==> config.mk <==
export PLATFORM = sky130hd
export DESIGN_NAME = layer_stack_order_table_core
export DESIGN_NICKNAME = d
export VERILOG_FILES = /design/src/lsot_pkg.sv /design/src/lsot_ctrl.sv /design/src/lsot_dp.sv /design/src/layer_stack_order_table_core.sv
export SDC_FILE = /design/constraint.sdc
export NUM_CORES = 1
export LEC_CHECK = 0
export ABC_AREA = 1
export BUFFER_PORTS_ARGS = -buffer_cell sky130_fd_sc_hd__buf_2
export CAP_MARGIN = 0
export CORE_MARGIN = 3
export CORE_UTILIZATION = 49
export CTS_CLUSTER_DIAMETER = 100
export CTS_CLUSTER_SIZE = 28
export DETAILED_ROUTE_END_ITERATION = 12
export GPL_TIMING_DRIVEN = 0
export PLACE_DENSITY = 0.62
export SLEW_MARGIN = 5
export SYNTH_ARGS = -nofsm -noshare
export SYNTH_HDL_FRONTEND = slang
export SYNTH_SLANG_ARGS = --single-unit
==> constraint.sdc <==
create_clock -name clk -period 5.49 [get_ports clk]
set_clock_uncertainty 0.1 [all_clocks]
set_input_delay 1.3725 -clock clk [delete_from_list [all_inputs] [get_ports clk]]
set_output_delay 1.3725 -clock clk [all_outputs]
set_load 0.1 [all_outputs]
==> src/lsot_pkg.sv <==
// Shared types, codes and sizes of the layer stacking table.
package lsot_pkg;

    localparam int LAYERS = 16;
    // slot numbers are 4 bits wide on the ports; the table index follows the depth
    localparam int SLOT_W = 4;
    localparam int IDX_W  = $clog2(LAYERS);
    localparam int POS_W  = 5;
    localparam int DIST_W = POS_W + 1;
    localparam int REQ_W  = 8;
    localparam int KIND_W = 2;
    localparam int STAT_W = 2;

    localparam logic [KIND_W-1:0] KIND_ALLOC = 2'd0;
    localparam logic [KIND_W-1:0] KIND_SET   = 2'd1;
    localparam logic [KIND_W-1:0] KIND_FREE  = 2'd2;

    localparam logic [STAT_W-1:0] ST_OK      = 2'd0;
    localparam logic [STAT_W-1:0] ST_NOFREE  = 2'd1;
    localparam logic [STAT_W-1:0] ST_NOTUSED = 2'd2;

    // hidden layer / empty stack marker
    localparam logic signed [POS_W-1:0]  POS_HIDDEN  = '1;
    localparam logic signed [DIST_W-1:0] DIST_HIDDEN = '1;
    localparam logic signed [DIST_W-1:0] DIST_ONE    = 6'sd1;

    typedef struct packed {
        logic load;
        logic eval;
        logic step;
        logic place;
        logic emit;
    } lsot_cmd_t;

    typedef struct packed {
        logic step_pending;
    } lsot_stat_t;

endpackage

==> src/lsot_ctrl.sv <==
// Sequencer: accept, evaluate, shift loop, place and result hand-off.
module lsot_ctrl
    import lsot_pkg::*;
(
    input  logic       clk,
    input  logic       rst_n,
    input  logic       in_valid,
    output logic       in_ready,
    output logic       out_valid,
    input  logic       out_ready,
    input  lsot_stat_t stat,
    output lsot_cmd_t  cmd
);

    localparam logic [1:0] S_IDLE  = 2'd0;
    localparam logic [1:0] S_EVAL  = 2'd1;
    localparam logic [1:0] S_SHIFT = 2'd2;
    localparam logic [1:0] S_DONE  = 2'd3;

    logic [1:0] state_reg, state_next;
    logic       out_valid_reg, out_valid_next;
    logic       slot_free;

    assign in_ready  = (state_reg == S_IDLE);
    assign out_valid = out_valid_reg;
    assign slot_free = !out_valid_reg || out_ready;

    always_comb
    begin
        state_next     = state_reg;
        out_valid_next = out_valid_reg && !out_ready;
        cmd            = '0;
        unique case (state_reg)
            S_IDLE:
            begin
                if (in_valid)
                begin
                    cmd.load   = 1'b1;
                    state_next = S_EVAL;
                end
            end
            S_EVAL:
            begin
                cmd.eval   = 1'b1;
                state_next = S_SHIFT;
            end
            S_SHIFT:
            begin
                if (stat.step_pending)
                begin
                    cmd.step = 1'b1;
                end
                else
                begin
                    cmd.place  = 1'b1;
                    state_next = S_DONE;
                end
            end
            S_DONE:
            begin
                if (slot_free)
                begin
                    cmd.emit       = 1'b1;
                    out_valid_next = 1'b1;
                    state_next     = S_IDLE;
                end
            end
            default:
            begin
                state_next = S_IDLE;
            end
        endcase
    end

    always_ff @(posedge clk or negedge rst_n)
    begin
        if (!rst_n)
        begin
            state_reg     <= S_IDLE;
            out_valid_reg <= 1'b0;
        end
        else
        begin
            state_reg     <= state_next;
            out_valid_reg <= out_valid_next;
        end
    end

endmodule

==> src/lsot_dp.sv <==
// Datapath: slot state, order table, clamp and shift unit, result register.
module lsot_dp
    import lsot_pkg::*;
(
    input  logic                     clk,
    input  logic                     rst_n,
    input  lsot_cmd_t                cmd,
    output lsot_stat_t               stat,
    input  logic [KIND_W-1:0]        in_kind,
    input  logic [SLOT_W-1:0]        in_slot,
    input  logic signed [REQ_W-1:0]  in_req,
    output logic [STAT_W-1:0]        out_status,
    output logic [SLOT_W-1:0]        out_slot,
    output logic signed [POS_W-1:0]  out_height,
    output logic signed [POS_W-1:0]  out_top,
    output logic                     out_redraw
);

    localparam int WIDE_W = REQ_W + 1;
    localparam logic signed [WIDE_W-1:0] WIDE_HIDDEN = '1;

    logic [KIND_W-1:0]        kind_reg;
    logic [SLOT_W-1:0]        slot_reg;
    logic signed [REQ_W-1:0]  req_reg;

    logic                     used_reg [LAYERS];
    logic signed [POS_W-1:0]  pos_reg  [LAYERS];
    logic [SLOT_W-1:0]        ot_reg   [LAYERS];
    logic signed [POS_W-1:0]  top_reg;

    logic                     move_reg;
    logic                     up_reg;
    logic                     grow_reg;
    logic signed [DIST_W-1:0] d_reg;
    logic signed [DIST_W-1:0] bound_reg;
    logic signed [DIST_W-1:0] h_reg;
    logic [STAT_W-1:0]        res_status_reg;
    logic [SLOT_W-1:0]        res_slot_reg;
    logic                     res_redraw_reg;

    logic [STAT_W-1:0]        out_status_reg;
    logic [SLOT_W-1:0]        out_slot_reg;
    logic signed [POS_W-1:0]  out_height_reg;
    logic signed [POS_W-1:0]  out_top_reg;
    logic                     out_redraw_reg;

    logic [IDX_W-1:0]         sidx;
    logic                     free_found;
    logic [IDX_W-1:0]         free_idx;
    logic signed [DIST_W-1:0] old_pos;
    logic signed [DIST_W-1:0] top_ext;
    logic signed [DIST_W-1:0] limit;
    logic signed [WIDE_W-1:0] req_w;
    logic signed [WIDE_W-1:0] lim_w;
    logic signed [WIDE_W-1:0] hc_w;
    logic signed [DIST_W-1:0] h_new;
    logic                     move_c;
    logic                     up_c;
    logic signed [DIST_W-1:0] d_start;
    logic signed [DIST_W-1:0] bound_c;
    logic signed [DIST_W-1:0] src;
    logic [SLOT_W-1:0]        moved;
    logic [STAT_W-1:0]        status_c;
    logic [SLOT_W-1:0]        slot_c;

    assign sidx = slot_reg[IDX_W-1:0];

    // lowest unused slot
    always_comb
    begin
        free_found = 1'b0;
        free_idx   = '0;
        for (int i = LAYERS - 1; i >= 0; i--)
        begin
            if (!used_reg[i])
            begin
                free_found = 1'b1;
                free_idx   = IDX_W'(i);
            end
        end
    end

    // clamp and move planning
    always_comb
    begin
        old_pos = {pos_reg[sidx][POS_W-1], pos_reg[sidx]};
        top_ext = {top_reg[POS_W-1], top_reg};
        limit   = old_pos[DIST_W-1] ? top_ext + DIST_ONE : top_ext;
        req_w   = {req_reg[REQ_W-1], req_reg};
        lim_w   = {{(WIDE_W-DIST_W){limit[DIST_W-1]}}, limit};
        hc_w    = (req_w > lim_w) ? lim_w : req_w;
        if (hc_w < WIDE_HIDDEN)
        begin
            hc_w = WIDE_HIDDEN;
        end
        if (kind_reg == KIND_FREE)
        begin
            h_new  = DIST_HIDDEN;
            move_c = !old_pos[DIST_W-1];
        end
        else
        begin
            h_new  = hc_w[DIST_W-1:0];
            move_c = (h_new != old_pos);
        end
        up_c = !h_new[DIST_W-1] && (old_pos[DIST_W-1] || (old_pos > h_new));
        if (up_c)
        begin
            d_start = old_pos[DIST_W-1] ? top_ext + DIST_ONE : old_pos;
            bound_c = h_new;
        end
        else
        begin
            d_start = old_pos;
            bound_c = h_new[DIST_W-1] ? top_ext : h_new;
        end
    end

    always_comb
    begin
        status_c = ST_OK;
        slot_c   = '0;
        unique case (kind_reg)
            KIND_ALLOC:
            begin
                status_c = free_found ? ST_OK : ST_NOFREE;
                slot_c   = free_found ? SLOT_W'(free_idx) : '0;
            end
            KIND_SET, KIND_FREE:
            begin
                status_c = used_reg[sidx] ? ST_OK : ST_NOTUSED;
                slot_c   = slot_reg;
            end
            default:
            begin
                status_c = ST_OK;
                slot_c   = '0;
            end
        endcase
    end

    // one table entry per step: up moves pull from below, down moves from above
    assign src   = up_reg ? d_reg - DIST_ONE : d_reg + DIST_ONE;
    assign moved = ot_reg[src[IDX_W-1:0]];

    assign stat.step_pending = move_reg && (up_reg ? (d_reg > bound_reg) : (d_reg < bound_reg));

    always_ff @(posedge clk or negedge rst_n)
    begin
        if (!rst_n)
        begin
            for (int i = 0; i < LAYERS; i++)
            begin
                used_reg[i] <= 1'b0;
                pos_reg[i]  <= POS_HIDDEN;
            end
            top_reg  <= POS_HIDDEN;
            move_reg <= 1'b0;
        end
        else
        begin
            if (cmd.eval)
            begin
                move_reg <= 1'b0;
                unique case (kind_reg)
                    KIND_ALLOC:
                    begin
                        if (free_found)
                        begin
                            used_reg[free_idx] <= 1'b1;
                            pos_reg[free_idx]  <= POS_HIDDEN;
                        end
                    end
                    KIND_SET, KIND_FREE:
                    begin
                        if (used_reg[sidx])
                        begin
                            move_reg <= move_c;
                            if (kind_reg == KIND_FREE)
                            begin
                                used_reg[sidx] <= 1'b0;
                            end
                        end
                    end
                    default:
                    begin
                        move_reg <= 1'b0;
                    end
                endcase
            end
            if (cmd.step)
            begin
                pos_reg[moved] <= d_reg[POS_W-1:0];
            end
            if (cmd.place && move_reg)
            begin
                move_reg <= 1'b0;
                if (h_reg[DIST_W-1])
                begin
                    pos_reg[sidx] <= POS_HIDDEN;
                    top_reg       <= top_reg - POS_W'(1);
                end
                else
                begin
                    pos_reg[sidx] <= h_reg[POS_W-1:0];
                    if (grow_reg)
                    begin
                        top_reg <= top_reg + POS_W'(1);
                    end
                end
            end
        end
    end

    always_ff @(posedge clk)
    begin
        if (cmd.load)
        begin
            kind_reg <= in_kind;
            slot_reg <= in_slot;
            req_reg  <= in_req;
        end
        if (cmd.eval)
        begin
            up_reg         <= up_c;
            grow_reg       <= old_pos[DIST_W-1];
            d_reg          <= d_start;
            bound_reg      <= bound_c;
            h_reg          <= h_new;
            res_status_reg <= status_c;
            res_slot_reg   <= slot_c;
            res_redraw_reg <= (kind_reg == KIND_SET || kind_reg == KIND_FREE)
                              && used_reg[sidx] && move_c;
        end
        if (cmd.step)
        begin
            ot_reg[d_reg[IDX_W-1:0]] <= moved;
            d_reg <= up_reg ? d_reg - DIST_ONE : d_reg + DIST_ONE;
        end
        if (cmd.place && move_reg && !h_reg[DIST_W-1])
        begin
            ot_reg[h_reg[IDX_W-1:0]] <= slot_reg;
        end
        if (cmd.emit)
        begin
            out_status_reg <= res_status_reg;
            out_slot_reg   <= res_slot_reg;
            out_height_reg <= (kind_reg == KIND_SET && res_status_reg == ST_OK)
                              ? pos_reg[sidx] : POS_HIDDEN;
            out_top_reg    <= top_reg;
            out_redraw_reg <= res_redraw_reg;
        end
    end

    assign out_status = out_status_reg;
    assign out_slot   = out_slot_reg;
    assign out_height = out_height_reg;
    assign out_top    = out_top_reg;
    assign out_redraw = out_redraw_reg;

endmodule

==> src/layer_stack_order_table_core.sv <==
// An accepted item passes evaluate, the order table shift and place before its result
// shows on m_tvalid. The shift moves one table entry per cycle for each of the n layers
// (0 to LAYERS - 1) a set-height or free moves; allocate, errors and unchanged heights
// need no shift. A new item is taken only after the last result is in the output register.
// Reset (rst_n low, asynchronous): all slots unused and hidden, stack empty,
// no result pending. The order table itself is not cleared.
module layer_stack_order_table_core
    import lsot_pkg::*;
(
    input  logic        clk,
    input  logic        rst_n,
    // request items
    input  logic        s_tvalid,
    output logic        s_tready,
    input  logic [15:0] s_tdata,   // [3:0] slot, [11:4] req_height, [15:12] zero
    input  logic [1:0]  s_tuser,   // [1:0] kind
    // result items
    output logic        m_tvalid,
    input  logic        m_tready,
    output logic [23:0] m_tdata    // [1:0] status, [5:2] slot_out, [10:6] assigned_height,
                                   // [15:11] top_index, [16] redraw, [23:17] zero
);

    lsot_cmd_t               cmd;
    lsot_stat_t              stat;
    logic [STAT_W-1:0]       res_status;
    logic [SLOT_W-1:0]       res_slot;
    logic signed [POS_W-1:0] res_height;
    logic signed [POS_W-1:0] res_top;
    logic                    res_redraw;

    // Controller: one item in flight; the output register lets the next
    // item in while the last result waits for m_tready.
    lsot_ctrl u_ctrl
    (
        .clk       (clk),
        .rst_n     (rst_n),
        .in_valid  (s_tvalid),
        .in_ready  (s_tready),
        .out_valid (m_tvalid),
        .out_ready (m_tready),
        .stat      (stat),
        .cmd       (cmd)
    );

    // Datapath: slot flags, positions, order table and the shift unit.
    lsot_dp u_dp
    (
        .clk        (clk),
        .rst_n      (rst_n),
        .cmd        (cmd),
        .stat       (stat),
        .in_kind    (s_tuser[KIND_W-1:0]),
        .in_slot    (s_tdata[SLOT_W-1:0]),
        .in_req     (s_tdata[SLOT_W+REQ_W-1:SLOT_W]),
        .out_status (res_status),
        .out_slot   (res_slot),
        .out_height (res_height),
        .out_top    (res_top),
        .out_redraw (res_redraw)
    );

    assign m_tdata = {7'b0, res_redraw, res_top, res_height, res_slot, res_status};

endmodule

; Word-level counts from Yosys, hierarchy flattened
; Memory sizes are Yosys's and may differ from the RTL's.
; Cells that the tools add are included.
[word_totals]
regBits = 163
ram_bits = 64
in_bits = 22
n_memories = 1
[mem_list]
columns = name, depth, width, read_ports, rd_ports_with_merged_regs, wr, line_no
row1 = u_dp.ot_reg, 16, 4, 1, 0, 1, lsot_dp.sv:28  ; logic [SLOT_W-1:0] ot_reg [LAYERS];
[op_classes]
add_sub_neg = 5
n_lt_le_gt_ge = 11
n_eq_ne = 12
mux = 105
bitwise_logic = 8
reduce_logical = 31
[op_table]
columns = operator, n
row1 = $mux 80, 6
row2 = $bwmux 80, 2
row3 = $or 80x80->80, 2
row4 = $mux 4, 19
row5 = $demux 5 s4, 3
row6 = $mux 6, 10
row7 = $mux 16, 3
row8 = $mux 1, 41
row9 = $mux 5, 7
row10 = $pmux 16 s2, 1
row11 = $bmux 5 s4, 1
row12 = $and 16x16->16, 1
row13 = $not 16->16, 1
row14 = $or 16x16->16, 1
row15 = $ge 5x5->1 const B, 3
row16 = $lt 5x1->1 const B, 3
row17 = $not 4->5, 3
row18 = $logic_and 1x1->1, 11
row19 = $mux 2, 5
row20 = $lt 9x1->1 const B, 1
row21 = $mux 9, 1
row22 = $demux 1 s4, 2
row23 = $gt 8x6->1, 1
row24 = $ne 2x1->1 const B, 4
row25 = 25 further kinds, 40

; Logic depth before layout (Yosys ltp)
; Gate-level depths: netlist of run 1.
[depth]
depth_word = 30
depth_mapped = 38
mapped_depth_nobuf = 38

; Cells and area by module
; Synthesis of run 1 repeated with hierarchy kept, for this count alone.
[hier_totals]
hier_cells = 1594
hier_area_um2 = 13227.7
[modules_own_cells]
columns = mod, instances, cells_each, area_per_inst_um2
row1 = lsot_dp, 1, 1553, 12921.1
row2 = lsot_ctrl, 1, 32, 242.7
row3 = layer_stack_order_table_core, 1, 9, 63.8

; Worst setup path after synthesis of run 1
; Ideal clock, no wire load.
[synth_path]
kind = reg-to-reg
start = register u_dp.slot_reg[0], in the netlist u_dp.sidx[0]
end = register u_dp.up_reg (data pin)
setup_time_ps = 259
arrival_time_ps = 3780
required_time_ps = 5131
path_slack_ps = 1352
stages_incl_launch_ff = 34
n_path_buf = 1
period_less_slack_ps = 4138
path_cell_list = edfxtp_1 buf_6 nand2_1 nand2_1 nand2_1 nand2_1 nand2_1 nand2_2 nor2_4 nand2_2 nand2_4 inv_1 ha_1 a21o_1 nor2_1 nand2_1 nand2_1 nand2_1 nor2_1 nand3_1 nand2_1 nand2_1 nor2_1 nand2_1 nand2_2 nand2_2 nor2_1 ha_1 nand2_1 nor2_1 a211o_1 nand3_1 a31oi_1 o31a_1
[synth_between]
elab_chain_len = 13
[synth_rtl]
columns = item, line_no
row1 = start: declaration, lsot_dp.sv:23  ; logic [SLOT_W-1:0] slot_reg;
row2 = start signal: assignment, lsot_dp.sv:220  ; slot_reg <= in_slot;
row3 = $not 4->5 (implied by the code) (*), lsot_dp.sv:86  ; old_pos = {pos_reg[sidx][POS_W-1], pos_reg[sidx]};
row4 = $bmux 5 s4 (*), lsot_dp.sv:86
row5 = $mux 5 (implied by the code) (*) (2 in series), lsot_dp.sv:86
row6 = $mux 6, lsot_dp.sv:88  ; limit = old_pos[DIST_W-1] ? top_ext + DIST_ONE : top_ext;
row7 = $gt 8x6->1, lsot_dp.sv:91  ; hc_w = (req_w > lim_w) ? lim_w : req_w;
row8 = $mux 9, lsot_dp.sv:91
row9 = $lt 9x1->1, lsot_dp.sv:92  ; if (hc_w < WIDE_HIDDEN)
row10 = $mux 6, lsot_dp.sv:92
row11 = $mux 6, lsot_dp.sv:96  ; if (kind_reg == KIND_FREE)
row12 = $gt 5x6->1, lsot_dp.sv:106  ; up_c = !h_new[DIST_W-1] && (old_pos[DIST_W-1] || (old_pos > h_new));
row13 = $logic_or 1x1->1, lsot_dp.sv:106
row14 = $logic_and 1x1->1 (*), lsot_dp.sv:106
row15 = named net u_dp.up_c, lsot_dp.sv:58  ; logic up_c;
row16 = end signal: assignment, lsot_dp.sv:225  ; up_reg <= up_c;
row17 = end: declaration, lsot_dp.sv:32  ; logic up_reg;
; The timed path passes the listed nets; every way through them passes the cells marked *. The select of a mux whose other input is x is not followed.
; A chain may end at the register's enable or synchronous reset.

; Worst setup path after layout of run 1
[layout_path]
start = register u_dp.slot_reg[2], in the netlist u_dp.sidx[2]
end = register u_dp.up_reg (data pin)
[layout_between]
elab_chain_len = 13
[layout_rtl]
columns = item, line_no
row1 = $not 4->5 (implied by the code) (*), lsot_dp.sv:86
row2 = $bmux 5 s4 (*), lsot_dp.sv:86
row3 = $mux 5 (implied by the code) (*) (2 in series), lsot_dp.sv:86
row4 = named net u_dp.old_pos[4], lsot_dp.sv:50  ; logic signed [DIST_W-1:0] old_pos;
row5 = $mux 6, lsot_dp.sv:88
row6 = $gt 8x6->1, lsot_dp.sv:91
row7 = $mux 9, lsot_dp.sv:91
row8 = $lt 9x1->1, lsot_dp.sv:92
row9 = $mux 6, lsot_dp.sv:92
row10 = $mux 6, lsot_dp.sv:96
row11 = $gt 5x6->1, lsot_dp.sv:106
row12 = $logic_or 1x1->1, lsot_dp.sv:106
row13 = $logic_and 1x1->1 (*), lsot_dp.sv:106
row14 = named net u_dp.up_c, lsot_dp.sv:58
; Marks and branches as above.

==> impl_metrics.yaml, run 1 <==
outcome:
  status: "complete, no violations"
placement:
  placed_cell_area_um2: 13600
  port_buffers: 36
  hpwl_um: 27300
  placed_cells: 1872
  gp_congestion: 0.941
floorplan:
  fp-row-count: 58
  io_pins: 48
  die_w_um: 168
  core_area_um2: 25500
  initial_core_util_pct: 50.5
  die_area_um2: 28300
  fp.dieH_um: 168
logic_synthesis:
  synth_top_cell_by_area: "edfxtp_1"
  avgSynthCellArea_um2: 8.63
  syn_inst: 1494
  synthAdderAreaFrac_pct: 3.81
  ys_seq_area_share_pct: 49.6
  ys_types: 55
  synth-xor-area-share_pct: 1.03
  synth_top_family_by_area: "simple AND/OR/NAND/NOR gates"
  synth_ff_type: "edfxtp_1"
  synthTopCellsByArea: "edfxtp_1 28%, dfstp_2 17%, nand2_1 9.6%"
  synth_edf_count: 122
  synth_mux_area_share_pct: 0
  synth_top_area_share_pct: 28.4
  ys_warn_count: 0
  syn_area_um2: 12900
  async_flop_share_pct: 46.3
  synth-simple-area-share_pct: 21.5
  synth_compound_area_share_pct: 16.6
  synth-seq-cells: 227
pwr:
  switching_share_pct: 48.5
  p_int_uw: 5220
  clockPowerShare_pct: 11.6
  powerDensity_nw_per_um2: 722
  power_frac_comb_pct: 55.7
  p_seq_share_pct: 32.6
  leakagePower_uw: 0.00585
  max-vdd-ir-drop_v: 0.000464
  p_switching_uw: 4910
sta:
  max_freq_mhz: 195
  rsz0062_at_grt: "no"
  hold_viol: 0
  maxSlewHeadroom_pct: 19.7
  setup_tns_ns: 0
  period_minus_slack_ns: 5.13
  tightest_slew_ns: 1.20
  min_period_over_period_pct: 93.4
  setup_viol: 0
  slew_violations: 0
global_route:
  grt_pass1_wl_um: 57900
  grt_use_total_pct: 26.0
  grt-ovfl-total: 0
  grt_max_degree: 60
  antenna_found_initial: 0
  grt_pass1_vias: 10100
clock_network:
  clk_pin_slew_ns: 0.11
  cts_htree_levels: 1
  postCtsHoldBufs: 0
  cts_tree: "done"
  post-cts-setup-buffers: 0
  cts.path.max_buffers: 3
  numCtsBuffers: 13
  cts_resized: 0
  cts.sinks: 227
  worstSkewPairLatency_ns: 0.50
  cts-root-buf: "clkbuf_16"
critical_path:
  worstSetupPathType: "register to register"
  critical_path.max_fanout: 12
  critPathSlowestCell: "edfxtp_1"
  crit_path_end_kind: "register"
  crit_path_start_kind: "register"
  cp.arrival_ns: 5.28
  critical_path_required_ns: 5.64
  cpPeakStageDelay_ns: 0.61
  path_common_cell: "nand2_1"
flow_run:
  maxCapViolCount: 0
routing:
  wl_um: 37400
  drtIter0Drc: 802
  num_vias: 10700
  routed_via_density: 5.66
  wl_per_cell_um: 19.8
  ant_nets: 0
  drtPass1Iterations: 6
  drc: 0
cells_and_area:
  drive_gt1_share_pct: 16.8
  diodes: 0
  area_delta_synth_final_pct: 8.94
  fin_area_um2: 14000
  finalNetCount: 1617
  largest_reg_flops: 80
  final_cells: 1893
  fill_cells: 2388
hold_path:
  hp-class: "register to register"
cells in the mapped netlist (16+ instances only):
cell      instances
dfrtp_1          20
a21oi_1          68
a22oi_1          31
o22ai_1          30
edfxtp_1        122
nand3_1          43
o211ai_1         21
o21ai_1          16
dfstp_2          85
ha_1             36
o32ai_1          20
o21ai_0         114
nor2_1          200
inv_1           155
nand2_1         330
o21bai_1         16
inv_2            17
power groups by stage:
stage	clock network, uW	registers (uW)	logic (uW)
2_1_floorplan	0	3460	3750
3_3_place_gp	0	3380	5340
3_5_place_dp	0	3340	5620
4_1_cts	1190	3310	5620
5_1_grt	1250	3360	6250
6_report	1180	3310	5650
per-stage QoR:
step	total power, uW	hold WS [ns]	worst slack, ns	util (%)
3_3_place_gp	8710	0.310	0.510	52.9
2_1_floorplan	7210	0.300	1.35	-
3_5_place_dp	8960	0.311	0.444	53.2
6_report	10100	0.315	0.363	55.0
4_1_cts	10100	0.324	0.392	55.0
5_1_grt	10900	0.332	0.0427	55.0
layout by cell type (no fill, tap or decap), types with 8 or more instances in the layout:
master | netlist | final
o22ai_1 | 30 | 30
xor2_1 | 8 | 8
inv_2 | 17 | 17
nor2_1 | 200 | 200
inv_1 | 155 | 155
dfrtp_1 | 20 | 20
ha_1 | 36 | 35
edfxtp_1 | 122 | 122
buf_2 | 12 | 47
o21ai_1 | 16 | 20
o32ai_1 | 20 | 20
dfstp_2 | 85 | 85
a22oi_1 | 31 | 31
o21bai_1 | 16 | 16
o21ai_0 | 114 | 110
nor2_4 | 13 | 13
nand2_1 | 330 | 330
nand2_2 | 11 | 11
a21oi_1 | 68 | 67
buf_4 | 15 | 17
clkbuf_1 | 15 | 16
nand3_1 | 43 | 43
o221ai_1 | 9 | 9
clkbuf_16 | 0 | 14
o211ai_1 | 21 | 21
nor2_2 | 13 | 13
buf_6 | 5 | 9
logic make-up after synthesis:
kind of cell             count (synthesis)
AO/OA/AOI/OAI                          347
AND/OR/NAND/NOR                        642
flip-flops                             227
adder cells (fa/ha/maj)                 38
buffers and inverters                  226
XOR/XNOR                                13
other                                    1
per-layer routing:
metal / track usage, % / share of wire (%) / up-vias
li1: - / - / 5150
met1: 38.5 / 46 / 5118
met2: 41.0 / 45 / 376
met3: 3.83 / 7.6 / 61
met4: 5.69 / 2.1 / 0
met5: 0 / 0 / -
final cells by class:
class                      count  area [um2]  area share, %
buffer                        47         285           2.03
clock buffer                  16         368           2.62
clock inverter                 5        80.1          0.570
inverter                     179         672           4.79
multi-input combinational   1047        5560           39.6
sequential                   227        6400           45.6
tap                          330         413           2.94
timing repair buffer          42         263           1.87
worst max-delay path: cells and delay by family, from the launching register on:
kind | cells | cell delay, ns
AND/OR/NAND/NOR | 25 | 2.75
flip-flops | 1 | 0.61
AO/OA/AOI/OAI | 3 | 0.53
adder cells (fa/ha/maj) | 2 | 0.51
buffers and inverters | 4 | 0.35
path summary, 6_finish.rpt:
path,from,endpoint,slack (ns),depth (start not counted)
min in group asynchronous,rst_n,u_ctrl.state_reg[0],0.71,1
worst max-delay path,u_dp.sidx[2],u_dp.up_reg,0.36,34
worst max register to register,u_dp.sidx[2],u_dp.up_reg,0.36,34
worst min-delay path,u_dp.res_redraw_reg,u_dp.out_redraw,0.32,0
max in group asynchronous,rst_n,u_dp.pos_reg[23],3.83,2
worst min register to register,u_dp.res_redraw_reg,u_dp.out_redraw,0.32,0
No activity file was read; power rests on OpenSTA's default activity.
==> run 2: changes to the inputs <==
PLACE_DENSITY = 0.76   (was 0.62)
clock period = 4.15 ns   (was 5.49 ns; I/O delays follow)
==> run 2 against run 1 <==
  * The run now ends with setup timing left
  * Sequential share of layout area shrank 2.0 points
  * Global-route usage shrank 0.28 points
  * Via count grew 6.7%
  * First-iteration DRC count grew 45%
  * Utilization grew 2.6 points
  * Maximum frequency grew 5.8%
  * Non-clock buffer count grew 42
  * Clock-buffer cell count grew 2
  * Sequential cell count is the same
  * Critical path type unchanged
  * Cell count grew 2.3%
  * Critical path depth grew 2
==> impl_metrics.yaml, run 2 (synthesis gave the netlist of run 1 again) <==
sta:
  tightest_slew_ns: 1.20
  period_minus_slack_ns: 4.85
  max_freq_mhz: 206
  min_period_over_period_pct: 117
  hold_ws_ns: 0.339
  rsz0062_at_grt: "yes"
  setup_slack_ns: -0.696
  maxSlewHeadroom_pct: 19.9
  setup_viol: 3
  hold_viol: 0
  slew_violations: 0
placement:
  gp_congestion: 0.989
  hpwl_um: 26200
  placed_cells: 1871
  placed_cell_area_um2: 13600
  port_buffers: 36
  pre_cts_ws_ns: -0.900
cells_and_area:
  regArea_um2: 6400
  drive_gt1_share_pct: 22.2
  multiInputGateArea_um2: 5920
  largest_reg_flops: 80
  final_cell_mix: "300 x nand2_1, 193 x nor2_1, 152 x inv_1"
  fin_area_um2: 14700
  fill_cells: 2212
  final_cells: 1936
  area_delta_synth_final_pct: 14.1
  layout_commonest_cell: "nand2_1"
  finalNetCount: 1660
  diodes: 0
floorplan:
  initial_core_util_pct: 50.5
  io_pins: 48
  fp-row-count: 58
  core_area_um2: 25500
  die_area_um2: 28300
  die_w_um: 168
  fp.dieH_um: 168
critical_path:
  r2r_start: "u_dp.sidx[0]"
  crit_path_end_kind: "register"
  cp.arrival_ns: 4.99
  crit_path_start_kind: "register"
  r2r_cells: 36
  regToRegSetupSlack_ns: -0.70
  critPathSlowestCell: "edfxtp_1"
  path_common_cell: "nand2_1"
  worstSetupPathType: "register to register"
  critical_path.max_fanout: 5
  critical_path_required_ns: 4.29
  cpPeakStageDelay_ns: 0.54
  r2r_end: "u_dp.up_reg"
routing:
  drc: 0
  ant_nets: 0
  wl_per_cell_um: 19.8
  wl_um: 38400
  routed_via_density: 5.90
  drtIter0Drc: 1159
  drtPass1Iterations: 7
  num_vias: 11400
clock_network:
  numCtsBuffers: 12
  cts_htree_levels: 1
  worstSkewPairLatency_ns: 0.50
  cts_tree: "done"
  cts-root-buf: "clkbuf_16"
  cts.path.max_buffers: 3
  cts.sinks: 227
  clk_pin_slew_ns: 0.11
hold_path:
  hp-class: "register to register"
  whs_endpoint: "u_dp.out_slot[2]"
  hold_start: "u_dp.res_slot_reg[2]"
  holdPathStages: 0
flow_run:
  maxCapViolCount: 0
outcome:
  status: "complete, but fails checks"
  violations: "setup timing"
global_route:
  grt_use_total_pct: 25.7
  grt_pass1_wl_um: 58100
  antenna_found_initial: 0
  grt-ovfl-total: 0
  grt_max_degree: 91
  grt_pass1_vias: 10700
run 2: changes by cell type in the layout (fill, tap and decap cells not counted), moves of 4 or more:
| cell | change |
|---|---|
| nand2_4 | +12 |
| nand3_4 | +5 |
| buf_6 | +9 |
| nand2_1 | -30 |
| buf_4 | +31 |
| nand2_2 | +18 |
| nor2_4 | +6 |
| ha_1 | -7 |
| ha_4 | +7 |
| clkbuf_1 | +4 |
| nor2_1 | -7 |
| nand3_1 | -7 |
run 2: final cells by class:
cell class | instances | area share, %
Buffer | 47 | 1.97
Clock buffer | 18 | 2.34
Clock inverter | 2 | 0.179
Inverter | 179 | 4.60
Multi-Input combinational cell | 1048 | 40.3
Sequential cell | 227 | 43.5
Tap cell | 330 | 2.81
Timing Repair Buffer | 84 | 4.24
Timing Repair inverter | 1 | 0.0511
run 2: through the flow:
step | TNS, ns | util [%]
floorplan | 0 | -
global placement | -5.79 | 52.9
detailed placement | -0.989 | 53.2
CTS | -0.745 | 56.6
global route | -3.54 | 57.5
finish | -1.60 | 57.5
run 2: critical path, delay by kind of cell, from the launching register on:
family                   cells  cell delay [ns]
AND/OR/NAND/NOR             28             2.46
adder cells (fa/ha/maj)      2             0.42
buffers and inverters        3             0.50
flip-flops                   1             0.54
AO/OA/AOI/OAI                3             0.59
run 2: worst max path at each step:
| stage | start | end | slack [ns] |
|---|---|---|---|
| 6_report | u_dp.sidx[0] | u_dp.up_reg | -0.70 |
| 5_1_grt | u_dp.sidx[0] | u_dp.up_reg | -0.97 |
| 4_1_cts | u_dp.sidx[0] | u_dp.up_reg | -0.32 |
| 3_5_place_dp | u_dp.sidx[3] | u_dp.up_reg | -0.90 |
| 3_3_place_gp | u_dp.sidx[3] | u_dp.up_reg | -0.84 |
| 2_1_floorplan | u_dp.sidx[0] | u_dp.up_reg | 0.01 |
run 2: repair_timing:
action                     CTS  global route
cloned                       2             1
setup endpoints to repair    5             6
pin swaps                   13            35
setup buffers               41            16
resized for setup           61            47
hold buffers                 0             0
run 2: routing by layer:
layer	wire, um	GRT usage (%)	vias to the layer above	part of all wire (%)
met1	15600	35.4	5455	41
li1	-	-	5241	-
met5	0	0	-	0
met2	18000	42.0	607	47
met4	1410	8.54	0	3.7
met3	3370	4.11	118	8.8
Power of run 2 is not shown: default switching activity piles up to over one toggle a cycle in this logic, so the estimate is an artifact.
==> run 3: changes to the inputs <==
SYNTH_HIERARCHICAL = 1   (was not set)
==> run 3 against run 2 <==
  * The flow still finishes with violations (setup timing)
  * Wire length is 10% higher
  * Sequential cell count stayed put
  * Synthesized cell count is 6.7% higher
  * Setup slack better by 0.16 ns
  * First-iteration DRC count is 42% higher
  * Critical path depth is 3 lower
  * Register-to-register slack better by 0.16 ns
  * Maximum frequency is 3.4% higher
  * Utilization is 0.68 points higher
  * Global-route usage is 2.2 points higher
  * Area after synthesis is 2.6% higher
  * Largest cell class is now multi-input gates
==> impl_metrics.yaml, run 3 <==
clock_network:
  cts.path.max_buffers: 3
  worstSkewPairLatency_ns: 0.50
  clk_pin_slew_ns: 0.11
  cts.sinks: 227
  cts-root-buf: "clkbuf_16"
  cts_tree: "done"
  cts_htree_levels: 1
  numCtsBuffers: 12
logic_synthesis:
  avgSynthCellArea_um2: 8.30
  synth-seq-cells: 227
  synth_top_cell_by_area: "edfxtp_1"
  synth_ff_type: "edfxtp_1"
  ys_types: 51
  synth_top_area_share_pct: 27.7
  synthTopCellsByArea: "edfxtp_1 28%, dfstp_2 17%, nand2_1 9.4%"
  synth.most_common_cell: "nand2_1"
  synth_edf_count: 122
  ys_seq_area_share_pct: 48.4
  async_flop_share_pct: 46.3
  syn_inst: 1594
  synthTopCellsByCount: "331 x nand2_1, 203 x o21ai_0, 172 x nor2_1, 148 x inv_1, 122 x edfxtp_1"
  ys_warn_count: 6
  syn_area_um2: 13200
global_route:
  met2_usage_pct: 44.8
  grt_pass1_vias: 11900
  antenna_found_initial: 1
  grt_pass1_wl_um: 63800
  grt-ovfl-total: 0
  grt-busiest-layer: "met2"
  grt_use_total_pct: 27.9
  met3_usage_pct: 3.74
  global_route.usage.met1_pct: 38.1
  grt_max_degree: 93
cells_and_area:
  diodes: 0
  final_cell_mix: "298 x nand2_1, 192 x o21ai_0, 149 x nor2_1"
  area_delta_synth_final_pct: 15.7
  finalNetCount: 1753
  layout_commonest_cell: "nand2_1"
  fill_cells: 2243
  drive_gt1_share_pct: 23.1
  largest_reg_flops: 80
routing:
  drc: 0
  num_vias: 12400
  routed_via_density: 6.12
  drtPass1Iterations: 7
  wl_per_cell_um: 20.7
  wl_um: 42200
  drtIter0Drc: 1642
  ant_nets: 0
critical_path:
  r2r_cells: 33
  worstSetupPathType: "register to register"
  critical_path_required_ns: 4.31
  crit_path_start: "u_dp/sidx[0]"
  path_common_cell: "nand2_2"
  cp.arrival_ns: 4.84
  critPathSlowestCell: "edfxtp_1"
  crit_path_start_kind: "register"
  cpPeakStageDelay_ns: 0.50
  r2r_end: "u_dp/up_reg"
  critical_path.max_fanout: 7
  crit_path_end_kind: "register"
  r2r_start: "u_dp/sidx[0]"
  regToRegSetupSlack_ns: -0.54
floorplan:
  fp-row-count: 59
  io_pins: 48
  die_w_um: 170
  core_area_um2: 26300
  die_area_um2: 29000
  initial_core_util_pct: 50.3
  fp.dieH_um: 170
sta:
  hold_viol: 0
  min_period_over_period_pct: 113
  period_minus_slack_ns: 4.69
  slew_violations: 0
  max_freq_mhz: 213
  tightest_slew_ns: 1.06
  rsz0062_at_grt: "yes"
  setup_viol: 9
  maxSlewHeadroom_pct: 29.2
  setup_slack_ns: -0.536
placement:
  gp_congestion: 0.983
  port_buffers: 36
  pre_cts_ws_ns: -0.869
  hpwl_um: 29300
hold_path:
  hp-class: "primary input to asynchronous set/reset pin"
outcome:
  violations: "setup timing"
  status: "complete, but fails checks"
flow_run:
  maxCapViolCount: 0
==> run 3: cells by family (layout without fill, tap and decap cells) <==
group	after synthesis	count (layout)	synth area share, %
and+or+nand+nor	630	630	19.9
AOI/OAI and AO/OA	451	451	19.7
buffers and inverters	234	333	7.35
DFF	227	227	48.4
adders and majority gates	38	38	3.71
xor gates and xnor gates	13	13	0.918
other	1	7	0.0283
==> run 3: worst max path at each step <==
stage / endpoint / slack (ns) / cells past startpoint
detailed placement: u_dp/ot_reg[4][2] / -0.87 / 18
floorplan: u_dp/up_reg / 0.01 / 35
global placement: u_dp/ot_reg[4][2] / -0.83 / 18
global route: u_dp/up_reg / -0.72 / 36
finish: u_dp/up_reg / -0.54 / 33
CTS: u_dp/up_reg / -0.36 / 34
==> run 3: timing repair <==
action	4_1_cts	5_1_grt
resized for setup	94	87
setup buffers	35	9
endpoints found under the setup margin	225	223
pin swaps	29	31
hold buffers	0	0
==> run 3: critical path: cells and delay by family, from the launching register on <==
| kind | cells | cell delay (ns) |
|---|---|---|
| buf+inv | 6 | 0.80 |
| compound gates | 6 | 1.02 |
| fa+ha+maj | 2 | 0.50 |
| simple gates | 19 | 1.53 |
| flops | 1 | 0.50 |
==> run 3: area by class of cell <==
type / count / area (um2) / share of cell area [%]
Buffer: 56 / 347 / 2.26
Inverter: 176 / 672 / 4.39
Timing Repair Buffer: 81 / 579 / 3.79
Multi-Input combinational cell: 1139 / 6500 / 42.5
Clock buffer: 18 / 364 / 2.38
Tap cell: 335 / 419 / 2.74
Sequential cell: 227 / 6400 / 41.8
Clock inverter: 2 / 27.5 / 0.180
==> run 3: per-layer routing <==
metal	routed length, um	share of wire, %
met1	16900	40
met2	19400	46
met3	3930	9.3
met4	2000	4.7
met5	13	0.031
==> run 3: through the flow <==
stage	utilization [%]	TNS (ns)	area [um2]	hold slack [ns]	cells
2_1_floorplan	-	0	13300	0.300	1600
3_3_place_gp	52.8	-115.39	13900	0.309	1971
3_5_place_dp	53.0	-129.53	13900	0.305	1973
4_1_cts	56.9	-0.887	15000	0.259	2028
5_1_grt	58.2	-3.66	15300	0.255	2034
6_report	58.2	-2.14	15300	0.260	2034
Power of run 3 is left out for the same reason.
